File: src/hw/rtl/midi_note_gate_trigger_macros.svh
// Assertion macros for the MIDI note gate trigger block.
`ifndef MIDI_NOTE_GATE_TRIGGER_MACROS_SVH
`define MIDI_NOTE_GATE_TRIGGER_MACROS_SVH

// Same-cycle implication, clocked on i_clk, off during reset.
`define MNG_ASSERT_NOW(lbl, ante, cons, msg) \
    lbl: assert property (@(posedge i_clk) disable iff (!i_rst_n) (ante) |-> (cons)) \
        else $error(msg);

// Next-cycle implication, clocked on i_clk, off during reset.
`define MNG_ASSERT_NEXT(lbl, ante, cons, msg) \
    lbl: assert property (@(posedge i_clk) disable iff (!i_rst_n) (ante) |=> (cons)) \
        else $error(msg);

`endif

File: src/hw/rtl/mng_pkg.sv
// Shared types, constants and helpers of the MIDI note gate trigger block.
`default_nettype none

package mng_pkg;

    localparam int CHANNELS   = 16;
    localparam int IDX_W      = (CHANNELS > 1) ? $clog2(CHANNELS) : 1;
    localparam int NOTE_W     = 7;
    localparam int VEL_W      = 7;
    localparam int HOLD_W     = 16;
    localparam int CH_W       = 4;
    localparam int CFG_IDX_W  = 1;
    localparam int CFG_DATA_W = 16;

    localparam logic [IDX_W-1:0]  IDX_LAST        = IDX_W'(CHANNELS - 1);
    localparam logic [HOLD_W-1:0] HOLD_RESET      = 16'd48;
    localparam logic [VEL_W-1:0]  LEVEL_FULL      = 7'd127;
    localparam logic [VEL_W-1:0]  LEVEL_OFF       = 7'd0;
    localparam logic [3:0]        STATUS_NOTE_OFF = 4'h8;
    localparam logic [3:0]        STATUS_NOTE_ON  = 4'h9;

    typedef enum logic [1:0] {
        FUNC_TICK,
        FUNC_MSG,
        FUNC_LEARN,
        FUNC_PANIC
    } t_func;

    typedef enum logic [CFG_IDX_W-1:0] {
        CFG_VEL_MODE,
        CFG_HOLD_TICKS
    } t_cfg_idx;

    typedef enum logic [1:0] {
        S_IDLE,
        S_SCAN,
        S_TICK
    } t_state;

    typedef enum logic [1:0] {
        OP_NONE,
        OP_PRESS,
        OP_RELEASE,
        OP_TICK
    } t_op;

    typedef struct packed {
        t_func       func;
        logic [3:0]  status;
        logic [6:0]  note;
        logic [6:0]  value;
        logic [3:0]  slot;
    } t_mng_in;

    typedef struct packed {
        logic [CH_W-1:0]  channel;
        logic [VEL_W-1:0] level;
        logic             last;
    } t_mng_out;

    // One step of the channel unit, issued by the sequencer.
    typedef struct packed {
        t_op               op;
        logic [IDX_W-1:0]  idx;
        logic [NOTE_W-1:0] note;
        logic [VEL_W-1:0]  vel;
        logic              learn_we;
        logic [IDX_W-1:0]  learn_idx;
        logic [NOTE_W-1:0] learn_note;
        logic              panic;
    } t_mng_cmd;

    // Pad grid: bottom row starts at note 36, rows of four.
    function automatic logic [NOTE_W-1:0] init_note(input int i);
        int row;
        int col;
        row = i >> 2;
        col = i & 3;
        return NOTE_W'((48 - 4 * row + col) & 127);
    endfunction

endpackage

`default_nettype wire

File: src/hw/rtl/midi_note_gate_trigger.sv
// Top level of the MIDI note gate trigger: config registers, output register, assertions.
//
//   channel  | direction | handshake                 | payload
//   ---------+-----------+---------------------------+----------------------------
//   input    | in        | i_in_valid / o_in_stall   | i_in_data  (t_mng_in)
//   output   | out       | o_out_valid / i_out_stall | o_out_data (t_mng_out)
//   config   | in        | i_cfg_we                  | i_cfg_idx, i_cfg_data
//
// A tick is accepted, then the shared channel unit gives one channel result per cycle,
// holding while the output register is stalled. A note on or note off is accepted, then
// scanned with one channel compare per cycle. Arm, panic and ignored statuses complete
// at accept. A tick's last result may still wait in the output register while the next
// item is taken.
// Synchronous active-low reset clears gates, hold counts and learn state, loads the pad grid.
`default_nettype none

`include "midi_note_gate_trigger_macros.svh"

module midi_note_gate_trigger import mng_pkg::*; (
    input  wire logic                  i_clk,
    input  wire logic                  i_rst_n,
    input  wire logic                  i_in_valid,
    input  wire t_mng_in               i_in_data,
    output logic                       o_in_stall,
    output logic                       o_out_valid,
    output t_mng_out                   o_out_data,
    input  wire logic                  i_out_stall,
    input  wire logic                  i_cfg_we,
    input  wire logic [CFG_IDX_W-1:0]  i_cfg_idx,
    input  wire logic [CFG_DATA_W-1:0] i_cfg_data
);

    logic              r_vel_mode;
    logic [HOLD_W-1:0] r_hold_ticks;
    logic              r_out_valid;
    t_mng_out          r_out_data;

    t_mng_cmd          w_cmd;
    logic [VEL_W-1:0]  w_level;
    logic              w_out_free;

    assign w_out_free  = !r_out_valid || !i_out_stall;
    assign o_out_valid = r_out_valid;
    assign o_out_data  = r_out_data;

    mng_seq u_seq (
        .i_clk      (i_clk),
        .i_rst_n    (i_rst_n),
        .i_in_valid (i_in_valid),
        .i_in_data  (i_in_data),
        .o_in_stall (o_in_stall),
        .i_out_free (w_out_free),
        .o_cmd      (w_cmd)
    );

    mng_chan u_chan (
        .i_clk        (i_clk),
        .i_rst_n      (i_rst_n),
        .i_cmd        (w_cmd),
        .i_vel_mode   (r_vel_mode),
        .i_hold_ticks (r_hold_ticks),
        .o_level      (w_level)
    );

    always_ff @(posedge i_clk) begin
        if (!i_rst_n) begin
            r_vel_mode   <= 1'b0;
            r_hold_ticks <= HOLD_RESET;
        end else if (i_cfg_we) begin
            unique case (t_cfg_idx'(i_cfg_idx))
                CFG_VEL_MODE:   r_vel_mode   <= i_cfg_data[0];
                CFG_HOLD_TICKS: r_hold_ticks <= i_cfg_data[HOLD_W-1:0];
            endcase
        end
    end

    always_ff @(posedge i_clk) begin
        if (!i_rst_n) begin
            r_out_valid <= 1'b0;
        end else if (w_cmd.op == OP_TICK) begin
            r_out_valid <= 1'b1;
        end else if (!i_out_stall) begin
            r_out_valid <= 1'b0;
        end
    end

    always_ff @(posedge i_clk) begin
        if (w_cmd.op == OP_TICK) begin
            r_out_data.channel <= CH_W'(w_cmd.idx);
            r_out_data.level   <= w_level;
            r_out_data.last    <= (w_cmd.idx == IDX_LAST);
        end
    end

    // a tick is still in flight while a result other than the last is pending
    `MNG_ASSERT_NOW(a_mid_tick_busy, o_out_valid && !o_out_data.last, o_in_stall,
        "non-final channel result pending while input side is idle")
    `MNG_ASSERT_NEXT(a_tick_starts_scan,
        i_in_valid && !o_in_stall && (i_in_data.func == FUNC_TICK), o_in_stall,
        "accepted tick did not start the channel scan")
    `MNG_ASSERT_NEXT(a_panic_one_cycle,
        i_in_valid && !o_in_stall && (i_in_data.func == FUNC_PANIC), !o_in_stall,
        "panic did not complete in one cycle")

endmodule

`default_nettype wire

File: src/hw/rtl/mng_seq.sv
// Sequencer: takes items, tracks learn arming, steps the channel index.
`default_nettype none

module mng_seq import mng_pkg::*; (
    input  wire logic     i_clk,
    input  wire logic     i_rst_n,
    input  wire logic     i_in_valid,
    input  wire t_mng_in  i_in_data,
    output logic          o_in_stall,
    input  wire logic     i_out_free,
    output t_mng_cmd      o_cmd
);

    t_state             r_state, n_state;
    logic [IDX_W-1:0]   r_idx;
    t_op                r_op;
    logic [NOTE_W-1:0]  r_note;
    logic [VEL_W-1:0]   r_vel;
    logic               r_pend;
    logic [3:0]         r_target;

    logic w_accept;
    logic w_press;
    logic w_release;
    logic w_step;
    logic w_end;

    assign w_accept  = i_in_valid && (r_state == S_IDLE);
    assign w_press   = (i_in_data.status == STATUS_NOTE_ON) && (i_in_data.value != 7'd0);
    assign w_release = (i_in_data.status == STATUS_NOTE_OFF) ||
                       ((i_in_data.status == STATUS_NOTE_ON) && (i_in_data.value == 7'd0));
    assign w_step    = (r_state == S_SCAN) || ((r_state == S_TICK) && i_out_free);
    assign w_end     = (r_idx == IDX_LAST);

    always_comb begin
        n_state = r_state;
        unique case (r_state)
            S_IDLE: begin
                if (i_in_valid) begin
                    unique case (i_in_data.func)
                        FUNC_TICK:  n_state = S_TICK;
                        FUNC_MSG:   if (w_press || w_release) n_state = S_SCAN;
                        FUNC_LEARN: n_state = S_IDLE;
                        FUNC_PANIC: n_state = S_IDLE;
                    endcase
                end
            end
            S_SCAN:  if (w_end) n_state = S_IDLE;
            S_TICK:  if (i_out_free && w_end) n_state = S_IDLE;
            default: n_state = S_IDLE;
        endcase
    end

    always_comb begin
        o_in_stall       = (r_state != S_IDLE);
        o_cmd.op         = OP_NONE;
        if (r_state == S_SCAN) o_cmd.op = r_op;
        else if ((r_state == S_TICK) && i_out_free) o_cmd.op = OP_TICK;
        o_cmd.idx        = r_idx;
        o_cmd.note       = r_note;
        o_cmd.vel        = r_vel;
        // learned note is written at accept so the scan already sees it
        o_cmd.learn_we   = w_accept && (i_in_data.func == FUNC_MSG) && w_press && r_pend &&
                           (int'(r_target) < CHANNELS);
        o_cmd.learn_idx  = IDX_W'(r_target);
        o_cmd.learn_note = i_in_data.note;
        o_cmd.panic      = w_accept && (i_in_data.func == FUNC_PANIC);
    end

    always_ff @(posedge i_clk) begin
        if (!i_rst_n) begin
            r_state  <= S_IDLE;
            r_idx    <= '0;
            r_op     <= OP_NONE;
            r_pend   <= 1'b0;
            r_target <= '0;
        end else begin
            r_state <= n_state;
            if (w_step) r_idx <= w_end ? '0 : r_idx + IDX_W'(1);
            if (w_accept) begin
                unique case (i_in_data.func)
                    FUNC_MSG: begin
                        r_op <= w_press ? OP_PRESS : OP_RELEASE;
                        if (w_press) r_pend <= 1'b0;
                    end
                    FUNC_LEARN: begin
                        r_pend   <= 1'b1;
                        r_target <= i_in_data.slot;
                    end
                    FUNC_TICK, FUNC_PANIC: ;
                endcase
            end
        end
    end

    always_ff @(posedge i_clk) begin
        if (w_accept) begin
            r_note <= i_in_data.note;
            r_vel  <= i_in_data.value;
        end
    end

endmodule

`default_nettype wire

File: src/hw/rtl/mng_chan.sv
// Channel state and the shared note compare / hold decrement unit.
`default_nettype none

module mng_chan import mng_pkg::*; (
    input  wire logic              i_clk,
    input  wire logic              i_rst_n,
    input  wire t_mng_cmd          i_cmd,
    input  wire logic              i_vel_mode,
    input  wire logic [HOLD_W-1:0] i_hold_ticks,
    output logic [VEL_W-1:0]       o_level
);

    logic              r_gate [CHANNELS];
    logic [HOLD_W-1:0] r_hold [CHANNELS];
    logic [VEL_W-1:0]  r_vel  [CHANNELS];
    logic [NOTE_W-1:0] r_note [CHANNELS];

    logic              w_match;
    logic              w_hold_nz;
    logic [HOLD_W-1:0] w_hold_dec;

    assign w_match    = (r_note[i_cmd.idx] == i_cmd.note);
    assign w_hold_nz  = (r_hold[i_cmd.idx] != '0);
    assign w_hold_dec = r_hold[i_cmd.idx] - HOLD_W'(1);
    assign o_level    = w_hold_nz ? (i_vel_mode ? r_vel[i_cmd.idx] : LEVEL_FULL) : LEVEL_OFF;

    always_ff @(posedge i_clk) begin
        if (!i_rst_n) begin
            for (int i = 0; i < CHANNELS; i++) begin
                r_gate[i] <= 1'b0;
                r_hold[i] <= '0;
            end
        end else if (i_cmd.panic) begin
            for (int i = 0; i < CHANNELS; i++) begin
                r_gate[i] <= 1'b0;
                r_hold[i] <= '0;
            end
        end else begin
            unique case (i_cmd.op)
                OP_PRESS: begin
                    if (w_match) begin
                        r_gate[i_cmd.idx] <= 1'b1;
                        r_hold[i_cmd.idx] <= i_hold_ticks;
                    end
                end
                OP_RELEASE: if (w_match) r_gate[i_cmd.idx] <= 1'b0;
                // released channel keeps its pulse until the hold runs out
                OP_TICK: if (w_hold_nz && !r_gate[i_cmd.idx]) r_hold[i_cmd.idx] <= w_hold_dec;
                OP_NONE: ;
            endcase
        end
    end

    always_ff @(posedge i_clk) begin
        if ((i_cmd.op == OP_PRESS) && w_match) r_vel[i_cmd.idx] <= i_cmd.vel;
    end

    always_ff @(posedge i_clk) begin
        if (!i_rst_n) begin
            for (int i = 0; i < CHANNELS; i++) r_note[i] <= init_note(i);
        end else if (i_cmd.learn_we) begin
            r_note[i_cmd.learn_idx] <= i_cmd.learn_note;
        end
    end

endmodule

`default_nettype wire

File: config.mk
export PLATFORM = sky130hd
export DESIGN_NAME = midi_note_gate_trigger
export DESIGN_NICKNAME = d
export VERILOG_FILES = /design/src/hw/rtl/mng_pkg.sv /design/src/hw/rtl/midi_note_gate_trigger.sv /design/src/hw/rtl/mng_seq.sv /design/src/hw/rtl/mng_chan.sv
export VERILOG_INCLUDE_DIRS = /design/src /design/src/hw/rtl
export SDC_FILE = /design/constraint.sdc
export NUM_CORES = 1
export LEC_CHECK = 0
export CAP_MARGIN = 10
export CORE_ASPECT_RATIO = 0.7
export CORE_MARGIN = 1
export CORE_UTILIZATION = 57
export DETAILED_ROUTE_END_ITERATION = 8
export DONT_BUFFER_PORTS = 1
export GPL_ROUTABILITY_DRIVEN = 0
export PLACE_DENSITY = 0.77
export SYNTH_ARGS = -nofsm -noshare
export SYNTH_HDL_FRONTEND = slang
export SYNTH_HIERARCHICAL = 1
export SYNTH_SLANG_ARGS = --single-unit
File: constraint.sdc
create_clock -name i_clk -period 4.5 [get_ports i_clk]
set_input_delay 0.9 -clock i_clk [delete_from_list [all_inputs] [get_ports i_clk]]
set_output_delay 0.9 -clock i_clk [all_outputs]
set_load 0.01 [all_outputs]
==> impl_metrics.env <==
export IMPL_status="complete, no violations"
export IMPL_avgSynthCellArea_um2=14.5
export IMPL_pin_count=60
export IMPL_max_cap_viol_count=0
export IMPL_cellLeakagePower_uw=0.00875
export IMPL_drtIter0Drc=2062
export IMPL_ys_ff_latch=553
export IMPL_finish_utilization_pct=64.1
export IMPL_relSlewSlack_pct=37.1
export IMPL_drive_above_1_share_pct=20.4
export IMPL_ys_flop_type="edfxtp_1"
export IMPL_tightestPinTransition_ns=0.944
export IMPL_postSynth_asyncResetShare_pct=0
export IMPL_p_per_area_nw_per_um2=390
export IMPL_worstReg2RegEnd="u_chan/r_hold[0][12]"
export IMPL_cts_root_buf="clkbuf_16"
export IMPL_path_clk_slew_ns=0.07
export IMPL_fin_crit_sh_pct=95.2
export IMPL_crit_path_max_fanout=39
export IMPL_max_freq_mhz=233
export IMPL_rows=63
export IMPL_fin_skew_ns=0.0223
export IMPL_ir_worst_vdd_mv=0.343
export IMPL_rsz0062_at_grt="no"
export IMPL_ant_nets=0
export IMPL_htreeDepth=2
export IMPL_synth_most_common_cell="edfxtp_1"
export IMPL_synth_sequential_area_ratio_pct=66.2
export IMPL_core_area_um2=42300
export IMPL_grt_remaining_overflow=0
export IMPL_min_to="r_hold_ticks[5]"
export IMPL_initial_core_util_pct=57.8
export IMPL_r2r_start="u_seq/r_idx[1]"
export IMPL_required_ns=4.82
export IMPL_drc=0
export IMPL_fp_dieH_um=175
export IMPL_start_kind="flop"
export IMPL_clkSinkCount=553
export IMPL_yosys_top_cells_count="513 x edfxtp_1, 291 x nor2_1, 115 x mux4_2"
export IMPL_yosysWarnings=6
export IMPL_dieArea_um2=43800
export IMPL_fin_ws_ns=0.215
export IMPL_grt_max_degree=61
export IMPL_synth_edf_count=513
export IMPL_min_from="i_rst_n"
export IMPL_grt_pass1_wl_mm=91.3
export IMPL_nFillCells=2938
export IMPL_crit_arrival_ns=4.61
export IMPL_fin_crit_ns=4.29
export IMPL_grtUsageTotal_pct=28.1
export IMPL_ys_types=66
export IMPL_rrSetupSlack_ns=0.21
export IMPL_clock_path_buffers=3
export IMPL_area_delta_synth_final_pct=10.9
export IMPL_synth_cells=1683
export IMPL_wl_mm=61.0
export IMPL_setup_violations=0
export IMPL_wl_per_cell_um=26.3
export IMPL_synth_top_cells_by_area="edfxtp_1 63%, mux4_2 11%, nor2_1 4.5%"
export IMPL_setup_tns_ns=0
export IMPL_crit_type="reg -> reg"
export IMPL_antenna_found_initial=0
export IMPL_clk_latency_ns=0.59
export IMPL_dp_slack_ns=0.235
export IMPL_synth_nets=1732
export IMPL_whs_ns=0.394
export IMPL_worstRegToRegCells=10
export IMPL_port_buffer_count=0
export IMPL_routed_via_density=6.48
export IMPL_finalMaxSlewViolations=0
export IMPL_dp_hpwl_mm=41.1
export IMPL_whs_path_depth=1
export IMPL_grt_pass1_vias=14800
export IMPL_hold_viol_final=0
export IMPL_synth_top_area_share_pct=62.9
export IMPL_syn_area_um2=24500
export IMPL_vias=15100
export IMPL_antennaDiodeCount=0
export IMPL_die_w_um=250
export IMPL_hold_path_class="in -> reg"
export IMPL_synth_area_leader_cell="edfxtp_1"
export IMPL_cts_buffers_inserted=51
export IMPL_end_kind="flop"
export IMPL_drt_first_pass_iters=6
export IMPL_fin_nets=1776
export IMPL_tritoncts="yes"
==> critical path, stage by stage, from the launching register on <==
cell,delay [ns]
dfxtp_4,0.77
buf_4,0.35
mux4_2,0.33
a221oi_1,0.61
ha_1,0.31
o211ai_1,0.16
nor3_2,0.19
mux2_2,0.38
o32ai_2,0.52
buf_4,0.29
nor2_1,0.06
==> worst max path at each step <==
stage | startpoint | end | slack [ns] | depth (start not counted)
2_1_floorplan | u_seq/r_idx[0] | u_chan/r_hold[3][0] | -0.13 | 19
3_3_place_gp | u_seq/r_idx[0] | u_chan/r_hold[0][12] | 0.32 | 13
3_5_place_dp | u_seq/r_idx[0] | u_chan/r_hold[13][14] | 0.23 | 10
4_1_cts | u_seq/r_idx[0] | u_chan/r_hold[10][14] | 0.18 | 10
5_1_grt | u_seq/r_idx[0] | u_chan/r_hold[0][12] | 0.11 | 10
6_report | u_seq/r_idx[1] | u_chan/r_hold[0][12] | 0.21 | 10
==> routing by layer <==
metal	vias to the layer above	share of wire [%]	global-route usage (%)
li1	6448	-	-
met1	7576	41	41.1
met2	925	44	41.0
met3	100	13	9.14
met4	2	1.8	6.58
met5	-	0.19	1.98
==> metrics by stage <==
stage          cells  power, µW  instance area [µm²]
6_report        2322      10600                27100
5_1_grt         2322      10900                27100
4_1_cts         2321      10600                27100
3_5_place_dp    2225       6550                25500
3_3_place_gp    2225       6530                25500
2_1_floorplan   1683       6340                24500
==> cells in the final DEF (no fill, tap or decap), drive strengths merged, types with 2 or more instances in the layout <==
cell type | Yosys | layout
and2 | 67 | 67
or4 | 2 | 2
ha | 3 | 3
clkinvlp | 0 | 6
o21ai | 47 | 47
a21oi | 22 | 22
buf | 76 | 120
xor2 | 8 | 8
inv | 15 | 16
or3 | 51 | 51
nand4 | 20 | 20
and4 | 5 | 5
mux2 | 5 | 5
o21ba | 9 | 9
xnor2 | 14 | 14
nand3b | 2 | 2
o32ai | 3 | 3
mux4 | 115 | 115
nor2 | 292 | 292
a31oi | 3 | 3
clkinv | 2 | 15
nor2b | 11 | 11
o31ai | 7 | 7
and3 | 2 | 2
nor3b | 2 | 2
nor3 | 28 | 28
o21bai | 7 | 7
nor4 | 4 | 4
mux2i | 56 | 56
a22o | 6 | 6
a221oi | 5 | 5
edfxtp | 513 | 513
a211oi | 16 | 16
o211ai | 3 | 3
clkbuf | 53 | 76
nand3 | 12 | 12
nand2 | 84 | 84
a22oi | 33 | 33
dfxtp | 40 | 40
nand2b | 25 | 25
==> kinds of logic after synthesis <==
| family | share of synthesized area (%) |
|---|---|
| fa+ha+maj | 0.153 |
| xor+xnor | 0.787 |
| compound gates | 5.08 |
| flops | 66.2 |
| mux | 13.1 |
| buf+inv | 2.96 |
| simple gates | 11.7 |
==> report_power, final <==
part / total (µW) / switching, µW / internal (µW)
combinational: 620 / 373 / 246
sequential: 5850 / 87.8 / 5760
clock: 4120 / 1880 / 2240
==> final cells by class <==
| cell class | count | area [µm²] | area share [%] |
|---|---|---|---|
| Sequential cell | 553 | 16200 | 59.7 |
| Multi-Input combinational cell | 984 | 7590 | 27.9 |
| Clock buffer | 76 | 1450 | 5.35 |
| Timing Repair Buffer | 120 | 1010 | 3.72 |
| Tap cell | 552 | 691 | 2.54 |
| Clock inverter | 20 | 129 | 0.475 |
| Inverter | 17 | 65.1 | 0.240 |
==> registers in the layout, indices dropped and copies added, names as in the netlist <==
signal,cells
o_out_data,12
o_out_valid,1
r_hold_ticks,16
r_vel_mode,1
u_chan/r_gate,16
u_chan/r_hold,256
u_chan/r_note,112
u_chan/r_vel,112
u_seq/r_idx,4
u_seq/r_note,7
u_seq/r_op,2
u_seq/r_pend,1
u_seq/r_state,2
u_seq/r_target,4
u_seq/r_vel,7
==> what timing repair did <==
action,4_1_cts,5_1_grt
buffers inserted,0,1
gates resized for setup,0,1
setup endpoints to repair,0,68
hold buffers,0,0
(Power assumes the default switching activity.)
